--- config.mk ---
export PLATFORM = sky130hd
export DESIGN_NAME = msb_first_field_packer_core
export DESIGN_NICKNAME = d
export VERILOG_FILES = /design/src/msbfp_pkg.sv /design/src/msbfp_front.sv /design/src/msbfp_queue.sv /design/src/msbfp_back.sv /design/src/msb_first_field_packer_core.sv
export SDC_FILE = /design/constraint.sdc
export NUM_CORES = 1
export LEC_CHECK = 0
export BUFFER_PORTS_ARGS = -buffer_cell sky130_fd_sc_hd__buf_2
export CAP_MARGIN = 5
export CORE_MARGIN = 4
export CORE_UTILIZATION = 56
export CTS_BUF_LIST = sky130_fd_sc_hd__clkbuf_4 sky130_fd_sc_hd__clkbuf_8
export CTS_CLUSTER_SIZE = 8
export DETAILED_ROUTE_END_ITERATION = 8
export GPL_TIMING_DRIVEN = 0
export PLACE_DENSITY = 0.84
export SYNTH_ARGS = -nofsm -noshare
export SYNTH_HDL_FRONTEND = slang
export SYNTH_SLANG_ARGS = --single-unit
--- constraint.sdc ---
create_clock -name aclk -period 3.9 [get_ports aclk]
set_input_delay 0.195 -clock aclk [delete_from_list [all_inputs] [get_ports aclk]]
set_output_delay 0.195 -clock aclk [all_outputs]
set_load 0.03 [all_outputs]
--- src/msbfp_pkg.sv ---
// Shared types and helpers for the MSB-first field packer.
`default_nettype none

package msbfp_pkg;

    // Field codes carried on the request op port
    typedef enum logic [3:0] {
        OP_NIBBLE   = 4'd0,
        OP_BYTE     = 4'd1,
        OP_U16      = 4'd2,
        OP_U32      = 4'd3,
        OP_U64      = 4'd4,
        OP_RAW8     = 4'd5,
        OP_FLAG     = 4'd6,
        OP_RSV_BIT  = 4'd7,
        OP_RSV_BYTE = 4'd8,
        OP_ATTR     = 4'd9,
        OP_FLUSH    = 4'd10
    } op_t;

    localparam int unsigned OP_W    = 4;
    localparam int unsigned VALUE_W = 64;
    localparam int unsigned BYTE_W  = 8;
    localparam int unsigned POS_W   = 3;
    localparam int unsigned CNT_W   = 3;

    localparam logic [BYTE_W-1:0] NIBBLE_HI_MASK = 8'hF0;
    localparam logic [BYTE_W-1:0] FMT_BIT_MASK   = 8'h80;

    // One queued job: bytes left-justified, first stream byte in the top lane
    typedef struct packed {
        logic [VALUE_W-1:0] data;
        logic [CNT_W-1:0]   cnt;   // number of results minus one
        logic               err;   // single error result
    } desc_t;

    // Reverse byte order of a 64-bit word
    function automatic logic [VALUE_W-1:0] byte_swap(input logic [VALUE_W-1:0] v);
        logic [VALUE_W-1:0] r;
        r = '0;
        for (int i = 0; i < VALUE_W / BYTE_W; i++) begin
            r[VALUE_W-1-BYTE_W*i -: BYTE_W] = v[BYTE_W*i +: BYTE_W];
        end
        return r;
    endfunction

endpackage

`default_nettype wire

--- src/msbfp_front.sv ---
// Front end: accepts field requests, tracks the open byte and queues byte jobs.
`default_nettype none

module msbfp_front (
    input  wire logic                           aclk,
    input  wire logic                           aresetn,
    input  wire logic [msbfp_pkg::OP_W-1:0]     s_op,
    input  wire logic [msbfp_pkg::VALUE_W-1:0]  s_value,
    input  wire logic                           s_valid,
    output logic                                s_ready,
    input  wire logic                           q_full,
    output logic                                push_valid,
    output msbfp_pkg::desc_t                    push_desc
);
    import msbfp_pkg::*;

    logic [BYTE_W-1:0] partial_reg, partial_next;
    logic [POS_W-1:0]  pos_reg, pos_next;
    logic              accept;
    logic              push;
    desc_t             desc;
    logic              bit_val;
    logic [BYTE_W-1:0] bit_byte;

    assign s_ready = ~q_full;
    assign accept  = s_valid & s_ready;

    // Classify the request and work out the new bit state
    always_comb begin
        partial_next = partial_reg;
        pos_next     = pos_reg;
        push         = 1'b0;
        desc.data    = '0;
        desc.cnt     = '0;
        desc.err     = 1'b0;
        bit_val      = (op_t'(s_op) == OP_FLAG) ? (s_value != '0) : 1'b0;
        bit_byte     = (pos_reg == '0) ? '0 : partial_reg;
        bit_byte[3'd7 - pos_reg] = bit_val;

        unique case (op_t'(s_op))
            OP_NIBBLE: begin
                if (pos_reg == 3'd0) begin
                    partial_next = {s_value[3:0], 4'h0};
                    pos_next     = 3'd4;
                end else if (pos_reg == 3'd4) begin
                    push = 1'b1;
                    desc.data[63:56] = (partial_reg & NIBBLE_HI_MASK) | {4'h0, s_value[3:0]};
                    partial_next = '0;
                    pos_next     = '0;
                end else begin
                    push     = 1'b1;
                    desc.err = 1'b1;
                end
            end
            OP_BYTE, OP_U16, OP_U32, OP_U64, OP_RAW8, OP_RSV_BYTE: begin
                push = 1'b1;
                if (pos_reg != 3'd0) begin
                    desc.err = 1'b1;
                end else begin
                    case (op_t'(s_op))
                        OP_BYTE: begin
                            desc.data = {s_value[7:0], 56'd0};
                            desc.cnt  = 3'd0;
                        end
                        OP_U16: begin
                            desc.data = {s_value[15:0], 48'd0};
                            desc.cnt  = 3'd1;
                        end
                        OP_U32: begin
                            desc.data = {s_value[31:0], 32'd0};
                            desc.cnt  = 3'd3;
                        end
                        OP_U64: begin
                            desc.data = s_value;
                            desc.cnt  = 3'd7;
                        end
                        OP_RAW8: begin
                            desc.data = byte_swap(s_value);
                            desc.cnt  = 3'd7;
                        end
                        default: begin
                            desc.data = '0;
                            desc.cnt  = 3'd0;
                        end
                    endcase
                    partial_next = '0;
                end
            end
            OP_FLAG, OP_RSV_BIT: begin
                if (pos_reg == 3'd7) begin
                    push = 1'b1;
                    desc.data[63:56] = bit_byte;
                    partial_next = '0;
                    pos_next     = '0;
                end else begin
                    partial_next = bit_byte;
                    pos_next     = pos_reg + 3'd1;
                end
            end
            OP_ATTR: begin
                push = 1'b1;
                if (pos_reg == 3'd1) begin
                    desc.data[63:48] = {(partial_reg & FMT_BIT_MASK) | {1'b0, s_value[14:8]},
                                        s_value[7:0]};
                    desc.cnt         = 3'd1;
                    partial_next     = '0;
                    pos_next         = '0;
                end else begin
                    desc.err = 1'b1;
                end
            end
            OP_FLUSH: begin
                if (pos_reg != 3'd0) begin
                    push = 1'b1;
                    desc.data[63:56] = partial_reg;
                    partial_next = '0;
                    pos_next     = '0;
                end
            end
            default: begin
                push     = 1'b1;
                desc.err = 1'b1;
            end
        endcase

        // Misaligned fields leave the state untouched
        if (desc.err) begin
            partial_next = partial_reg;
            pos_next     = pos_reg;
        end
    end

    assign push_valid = accept & push;
    assign push_desc  = desc;

    // Hold the open byte and bit position
    always_ff @(posedge aclk) begin
        if (!aresetn) begin
            partial_reg <= '0;
            pos_reg     <= '0;
        end else if (accept) begin
            partial_reg <= partial_next;
            pos_reg     <= pos_next;
        end
    end

endmodule

`default_nettype wire

--- src/msbfp_queue.sv ---
// Two-entry job queue between front end and byte serialiser.
`default_nettype none

module msbfp_queue (
    input  wire logic             aclk,
    input  wire logic             aresetn,
    input  wire logic             push_valid,
    input  wire msbfp_pkg::desc_t push_desc,
    output logic                  full,
    output logic                  pop_valid,
    output msbfp_pkg::desc_t      pop_desc,
    input  wire logic             pop
);
    import msbfp_pkg::*;

    desc_t       mem_reg [2];
    logic        wr_ptr_reg, wr_ptr_next;
    logic        rd_ptr_reg, rd_ptr_next;
    logic [1:0]  count_reg, count_next;
    logic        do_pop;

    assign full      = (count_reg == 2'd2);
    assign pop_valid = (count_reg != 2'd0);
    assign pop_desc  = mem_reg[rd_ptr_reg];
    assign do_pop    = pop & pop_valid;

    // Advance pointers and occupancy
    always_comb begin
        wr_ptr_next = wr_ptr_reg ^ push_valid;
        rd_ptr_next = rd_ptr_reg ^ do_pop;
        count_next  = count_reg + {1'b0, push_valid} - {1'b0, do_pop};
    end

    always_ff @(posedge aclk) begin
        if (!aresetn) begin
            wr_ptr_reg <= 1'b0;
            rd_ptr_reg <= 1'b0;
            count_reg  <= 2'd0;
        end else begin
            wr_ptr_reg <= wr_ptr_next;
            rd_ptr_reg <= rd_ptr_next;
            count_reg  <= count_next;
        end
    end

    // Store incoming jobs
    always_ff @(posedge aclk) begin
        if (push_valid) begin
            mem_reg[wr_ptr_reg] <= push_desc;
        end
    end

endmodule

`default_nettype wire

--- src/msbfp_back.sv ---
// Back end: shifts queued jobs out one byte per request on the result channel.
`default_nettype none

module msbfp_back (
    input  wire logic                          aclk,
    input  wire logic                          aresetn,
    input  wire logic                          q_valid,
    input  wire msbfp_pkg::desc_t              q_desc,
    output logic                               q_pop,
    output logic [msbfp_pkg::BYTE_W-1:0]       m_out_byte,
    output logic                               m_byte_valid,
    output logic                               m_error,
    output logic                               m_last,
    output logic                               m_valid,
    input  wire logic                          m_ready
);
    import msbfp_pkg::*;

    logic               busy_reg, busy_next;
    logic [VALUE_W-1:0] data_reg, data_next;
    logic [CNT_W-1:0]   cnt_reg, cnt_next;
    logic               err_reg, err_next;
    logic               take;

    // Load a new job when idle or when the last byte leaves
    assign take  = ~busy_reg | (m_ready & (cnt_reg == '0));
    assign q_pop = take & q_valid;

    always_comb begin
        busy_next = busy_reg;
        data_next = data_reg;
        cnt_next  = cnt_reg;
        err_next  = err_reg;
        if (take) begin
            busy_next = q_valid;
            data_next = q_desc.data;
            cnt_next  = q_desc.cnt;
            err_next  = q_desc.err;
        end else if (m_ready) begin
            data_next = {data_reg[VALUE_W-BYTE_W-1:0], {BYTE_W{1'b0}}};
            cnt_next  = cnt_reg - 3'd1;
        end
    end

    always_ff @(posedge aclk) begin
        if (!aresetn) begin
            busy_reg <= 1'b0;
            cnt_reg  <= '0;
            err_reg  <= 1'b0;
        end else begin
            busy_reg <= busy_next;
            cnt_reg  <= cnt_next;
            err_reg  <= err_next;
        end
    end

    always_ff @(posedge aclk) begin
        data_reg <= data_next;
    end

    // Drive the result request from the shift register
    assign m_valid      = busy_reg;
    assign m_out_byte   = data_reg[VALUE_W-1 -: BYTE_W];
    assign m_byte_valid = ~err_reg;
    assign m_error      = err_reg;
    assign m_last       = (cnt_reg == '0);

endmodule

`default_nettype wire

--- src/msb_first_field_packer_core.sv ---
// Top level: MSB-first field packer, front end, job queue and byte serialiser.
// Path: accepted requests pass through the job queue into the serialiser's
// shift register. Throughput: one result byte per cycle while m_ready is high;
// a request yields up to eight bytes, with a two-entry job queue in front.
// Requests are taken every cycle while the job queue has room.
// Reset: synchronous, active low; clears the open byte, bit position and queue.
`default_nettype none

module msb_first_field_packer_core (
    input  wire logic                          aclk,
    input  wire logic                          aresetn,
    input  wire logic [msbfp_pkg::OP_W-1:0]    s_op,
    input  wire logic [msbfp_pkg::VALUE_W-1:0] s_value,
    input  wire logic                          s_valid,
    output logic                               s_ready,
    output logic [msbfp_pkg::BYTE_W-1:0]       m_out_byte,
    output logic                               m_byte_valid,
    output logic                               m_error,
    output logic                               m_last,
    output logic                               m_valid,
    input  wire logic                          m_ready
);
    import msbfp_pkg::*;

    logic  q_full;
    logic  push_valid;
    desc_t push_desc;
    logic  pop_valid;
    desc_t pop_desc;
    logic  q_pop;

    msbfp_front u_front (
        .aclk       (aclk),
        .aresetn    (aresetn),
        .s_op       (s_op),
        .s_value    (s_value),
        .s_valid    (s_valid),
        .s_ready    (s_ready),
        .q_full     (q_full),
        .push_valid (push_valid),
        .push_desc  (push_desc)
    );

    msbfp_queue u_queue (
        .aclk       (aclk),
        .aresetn    (aresetn),
        .push_valid (push_valid),
        .push_desc  (push_desc),
        .full       (q_full),
        .pop_valid  (pop_valid),
        .pop_desc   (pop_desc),
        .pop        (q_pop)
    );

    msbfp_back u_back (
        .aclk         (aclk),
        .aresetn      (aresetn),
        .q_valid      (pop_valid),
        .q_desc       (pop_desc),
        .q_pop        (q_pop),
        .m_out_byte   (m_out_byte),
        .m_byte_valid (m_byte_valid),
        .m_error      (m_error),
        .m_last       (m_last),
        .m_valid      (m_valid),
        .m_ready      (m_ready)
    );

endmodule

`default_nettype wire

# Word level (Yosys, flattened, before mapping)
# Memory sizes are Yosys's and may differ from the RTL's. A register that Yosys moved wholly into a read port is not among the register bits.
# Index checks and enable logic that the tools add are counted.
# Widths: inputs -> output; s select.
word_totals:
  register_bits: 84
  latch_bits: 0
  ramBits: 136
  romBits: 0
  input_bits: 72
  output_inout_bits: 13
  elab_cells: 107
  memories: 1
classes:
  n_addsub: 5
  n_mul: 0
  div_mod_pow: 0
  n_lt_le_gt_ge: 2
  n_eq_ne: 17
  n_shift: 0
  mux: 44
  bitwise: 14
  reduce_logical: 15
mem_list:
  columns: ["memory", "depth", "width", "rd", "rd_ports_with_merged_regs", "write_ports", "line", "source"]
  rows:
  - ["u_queue.mem_reg", 2, 68, 1, 1, 1, "msbfp_queue.sv:16", "desc_t mem_reg [2];"]
ops:
  columns: ["operator", "count"]
  rows:
  - ["$pmux 67 s5", 1]
  - ["$mux 64", 2]
  - ["$mux 8", 10]
  - ["$pmux 8 s5", 2]
  - ["$mux 67", 1]
  - ["$reduce_bool 64->1", 1]
  - ["$mux 48", 1]
  - ["$mux 3", 7]
  - ["$eq 4x3->1 const B", 4]
  - ["$mux 16", 1]
  - ["$pmux 8 s2", 1]
  - ["$eq 4x4->1 const B", 3]
  - ["$mux 1", 12]
  - ["$pmux 3 s4", 1]
  - ["$reduce_and 6->1", 2]
  - ["$bwmux 8", 1]
  - ["$eq 4x2->1 const B", 2]
  - ["$or 8x4->8", 1]
  - ["$or 8x7->8", 1]
  - ["$eq 3x3->1 const B", 2]
  - ["$logic_not 3->1", 2]
  - ["$pmux 3 s2", 1]
  - ["$reduce_or 6->1", 1]
  - ["$and 1x1->1", 5]
  - ["other kinds (26)", 32]

# Longest topological paths before layout
depth:
  ltp_word: 8
  depth_mapped: 13
  ltp_nobuf: 12

# By module
# From an unflattened synthesis, not the netlist that was laid out.
unflattened:
  cells_unflattened: 777
  hier_area_um2: 11025.6
by_module_without_submodules:
  columns: ["module", "n_inst", "cells_per_inst", "area_each_um2", "seq_area_each_um2"]
  rows:
  - ["msbfp_queue", 1, 235, 5250.0, 4184.0]
  - ["msbfp_back", 1, 175, 3104.2, 2021.9]
  - ["msbfp_front", 1, 367, 2671.3, 220.2]

# Least setup slack after synthesis
# No wires, ideal clock.
synth_path:
  path_kind: "register to register"
  start: "register u_front.pos_reg[0]"
  end: "memory u_queue.mem_reg[1][0] in the netlist's numbering, enable pin"
  setup_time_ns: 0.434
  arrival_time_ns: 3.208
  required_time_ns: 3.466
  slack_ns: 0.259
  stages_incl_launch_ff: 9
  path_buffers: 1
  period_less_slack_ns: 3.641
  path_cell_list: "dfxtp_1 clkbuf_1 inv_1 ha_1 nor2b_1 a31oi_1 nor2_1 nor2_1 ha_1"
synth_between:
  elab_chain_cells: 6
  elab_cells_between_ends: 10
  classes_between: "1 x eq/ne; 6 x mux; 1 x bitwise; 2 x reduce/logical"
synth_rtl:
  columns: ["element", "line", "source"]
  rows:
  - ["start: declaration", "msbfp_front.sv:18", "logic [POS_W-1:0] pos_reg, pos_next;"]
  - ["start signal: assignment", "msbfp_front.sv:143", "pos_reg <= pos_next;"]
  - ["$eq 3x3->1 (tied with other cells)", "msbfp_front.sv:90", "if (pos_reg == 3'd7) begin"]
  - ["$mux 1, on equally long branches", "msbfp_front.sv:90, msbfp_front.sv:113, msbfp_front.sv:42", null]
  - ["$pmux 1 s3 (*)", "msbfp_front.sv:40", "unique case (op_t'(s_op))"]
  - ["$and 1x1->1 (*)", "msbfp_front.sv:133", "assign push_valid = accept & push;"]
  - ["$mux 1 (*)", "msbfp_queue.sv:48", "if (push_valid) begin"]
  - ["$mux 1 (not written as such) (*)", "msbfp_queue.sv:49", "mem_reg[wr_ptr_reg] <= push_desc;"]
  - ["end: declaration", "msbfp_queue.sv:16", null]
# Mark *: on every way between the ends. The rest lies on a longest branch, timed or not.

# Worst setup path after layout
layout_path:
  start: "register u_front.pos_reg[0]"
  end: "memory u_queue.mem_reg[0][23] in the netlist's numbering, enable pin"
# The elaborated chain is that of the path after synthesis.

==> results_dict.tcl <==
set metrics [dict create \
    grt_pass1_vias 7723 \
    worstSkewPairLatency_ns 0.51 \
    ys_ff_latch 221 \
    ys_types 66 \
    avgSynthCellArea_um2 12.1 \
    hold_violations 0 \
    final_layout_size_suffix_gt1_share_pct 19.5 \
    setup_ws_ns 0.484 \
    maxCapViolCount 0 \
    wl_um 29900 \
    post-place-ws_ns 0.570 \
    post_cts_buffers 0 \
    clock_sinks 221 \
    antenna_found_initial 1 \
    tightest_slew_ns 0.938 \
    final_util_pct 65.5 \
    ys_seq_area_share_pct 61.6 \
    grt_max_degree 65 \
    finalPower_mw 7.05 \
    core_mm2 0.0181 \
    place_congestion 1.02 \
    path_clk_slew_ns 0.06 \
    critPathMaxFanout 37 \
    vias 7992 \
    synth_edf_count 200 \
    via_per_inst 6.45 \
    start_util_pct 57.5 \
    drt_pass1_iterations 9 \
    cts_buffers 37 \
    status "complete, no violations" \
    final-setup-viol-count 0 \
    min_period_ns 3.42 \
    yosysWarnings 0 \
    yosys.area.top_type_share_pct 57.5 \
    dieArea_mm2 0.0209 \
    ys_top_cells_by_area "edfxtp_1 58%, mux2i_1 6.9%, dfxtp_1 4.0%" \
    htreeDepth 2 \
    rr_worst_depth 9 \
    r2r-start "u_front.pos_reg[0]" \
    io_pins 85 \
    largest_reg_flops 136 \
    cts_resized 0 \
    min_path_cells 3 \
    drtIter0Drc 1133 \
    arrival_ns 3.60 \
    leakagePower_nw 4.05 \
    power.density_mw_per_mm2 593 \
    clock_path_buffers 3 \
    drcViolationCount 0 \
    max-vdd-ir-drop_mv 0.321 \
    regToRegEndpoint "u_queue.mem_reg[0][23]" \
    post-dp-hpwl_um 21300 \
    worstPathRequired_ns 4.08 \
    root_buffer "clkbuf_8" \
    fin_skew_ns 0.0227 \
    fmax_mhz 293 \
    grt_remaining_overflow 0 \
    synthCells 863 \
    cts_hold_buffers 0 \
    finalCritPeriodShare_pct 87.6 \
    nets 1068 \
    endpoint_kind "flip-flop" \
    cts_tree "built" \
    syn2layout_area_growth_pct 13.9 \
    yosys_most_used_dff "edfxtp_1" \
    max-slew-margin-rel_pct 37.5 \
    synth_area_leader_cell "edfxtp_1" \
    die_h_um 145 \
    grtUsageTotal_pct 28.2 \
    min_from "m_ready" \
    postRouteAntennaNets 0 \
    synthArstFlopShare_pct 0 \
    drv_slew 0 \
    min_to "u_back.cnt_reg[2]" \
    n_fill_cell 1327 \
    syn_nets 945 \
    grt_pass1_wl_um 44000 \
    die_x_um 145 \
    rsz0062_at_grt "false" \
    std_cell_rows 49 \
    io_buffers 82 \
    ff2ff_setup_slack_ns 0.48 \
    crit_type "flip-flop to flip-flop" \
    min_path_type "input port to flip-flop" \
    routedWlPerCell_um 24.1 \
    start_kind "flip-flop" \
    netlist_area_mm2 0.0104 \
]
cell type report:
| class | count | area, um2 | area share, % |
|---|---|---|---|
| antenna | 1 | 2.50 | 0.0210 |
| buffer | 72 | 340 | 2.86 |
| clock buffer | 53 | 636 | 5.35 |
| clock inverter | 10 | 47.5 | 0.400 |
| inverter | 16 | 60.1 | 0.505 |
| multi-input combinational | 554 | 3640 | 30.6 |
| sequential | 221 | 6430 | 54.0 |
| tap | 229 | 287 | 2.41 |
| timing repair buffer | 84 | 450 | 3.79 |
metal layers:
metal / routed length (um) / share of wire, % / vias to the layer above / track usage (%)
li1: - / - / 3553 / -
met1: 11500 / 39 / 3830 / 38.2
met2: 13900 / 46 / 544 / 44.8
met3: 3710 / 12 / 65 / 8.17
met4: 751 / 2.5 / 0 / 8.25
met5: 0 / 0 / - / 0
cell usage after synthesis, types with 9 or more instances:
master / count
dfxtp_1: 21
edfxtp_1: 200
a22oi_1: 40
o21ai_0: 81
a21oi_1: 17
nor3_1: 10
mux2i_1: 72
buf_2: 20
inv_1: 15
ha_1: 10
nand2_1: 101
a222oi_1: 24
clkbuf_1: 33
buf_1: 9
nor4_1: 15
nor2_1: 69
layout by cell type, fill, tap and decap left out, types with 3 or more instances in the layout:
| cell type | netlist | routed |
|---|---|---|
| or3_1 | 4 | 4 |
| buf_4 | 8 | 8 |
| a221o_1 | 3 | 3 |
| edfxtp_1 | 200 | 200 |
| mux2i_1 | 72 | 72 |
| nand2_1 | 101 | 101 |
| inv_1 | 15 | 15 |
| and3b_1 | 3 | 3 |
| a21oi_1 | 17 | 17 |
| clkbuf_4 | 0 | 15 |
| nand4_1 | 4 | 4 |
| nor4_1 | 15 | 15 |
| dfxtp_1 | 21 | 21 |
| buf_1 | 9 | 9 |
| mux2_2 | 3 | 3 |
| a31oi_1 | 5 | 5 |
| xor2_1 | 3 | 3 |
| nand3_1 | 7 | 7 |
| buf_2 | 20 | 102 |
| nor3_1 | 10 | 10 |
| a222oi_1 | 24 | 24 |
| o211ai_1 | 8 | 8 |
| o21ai_0 | 81 | 81 |
| or3b_2 | 3 | 3 |
| clkbuf_8 | 0 | 38 |
| o221ai_2 | 4 | 4 |
| a22oi_1 | 40 | 40 |
| a211oi_1 | 6 | 6 |
| nand2b_1 | 7 | 6 |
| clkbuf_1 | 33 | 33 |
| nor2b_1 | 4 | 4 |
| nor2_1 | 69 | 69 |
| ha_1 | 10 | 8 |
| clkinv_1 | 0 | 6 |
| nor3b_1 | 6 | 6 |
| and2_1 | 5 | 5 |
| a221oi_1 | 3 | 3 |
worst max-delay path by stage:
stage,start,to,slack (ns),cells after the start
floorplan,u_front.pos_reg[0],u_queue.mem_reg[1][0],0.26,8
global placement,u_front.pos_reg[0],u_queue.mem_reg[0][26],-1.00,8
detailed placement,u_front.pos_reg[0],u_queue.mem_reg[1][26],0.57,9
CTS,u_front.pos_reg[0],u_queue.mem_reg[1][22],0.54,9
global route,u_front.pos_reg[0],u_queue.mem_reg[1][22],0.37,9
finish,u_front.pos_reg[0],u_queue.mem_reg[0][23],0.48,9
per-stage QoR:
stage / TNS, ns / hold WS (ns) / instance area, um2 / cells
finish: 0 / 0.0770 / 11900 / 1240
global route: 0 / 0.0885 / 11900 / 1240
CTS: 0 / 0.0590 / 11900 / 1239
detailed placement: 0 / 0.455 / 11200 / 1176
global placement: -134.97 / 0.448 / 11100 / 1174
floorplan: 0 / 0.386 / 10400 / 863
logic make-up (layout without fill, tap and decap cells):
family	count (synthesis)	after routing	synth area share [%]
mux	75	75	7.23
flops	221	221	61.6
fa+ha+maj	10	10	1.20
simple gates	260	260	12.2
xor+xnor	5	5	0.420
compound gates	204	204	13.6
other cells	0	1	0
buf+inv	88	235	3.84
worst max-delay path, stage by stage, from the launching register on:
cell and delay, ns:
dfxtp_1 0.37, clkbuf_1 0.39, inv_1 0.17, ha_1 0.32
nor2b_1 0.23, a31oi_1 0.23, nor2_1 0.07, nor2_1 0.37
ha_4 0.59, buf_12 0.29
report_power, final:
group / leakage (nW) / switching, mW / internal, mW
Sequential: 2.12 / 0.184 / 3.29
Clock: 0.360 / 0.886 / 1.04
Combinational: 1.57 / 1.09 / 0.558
(Power assumes the default switching activity.)
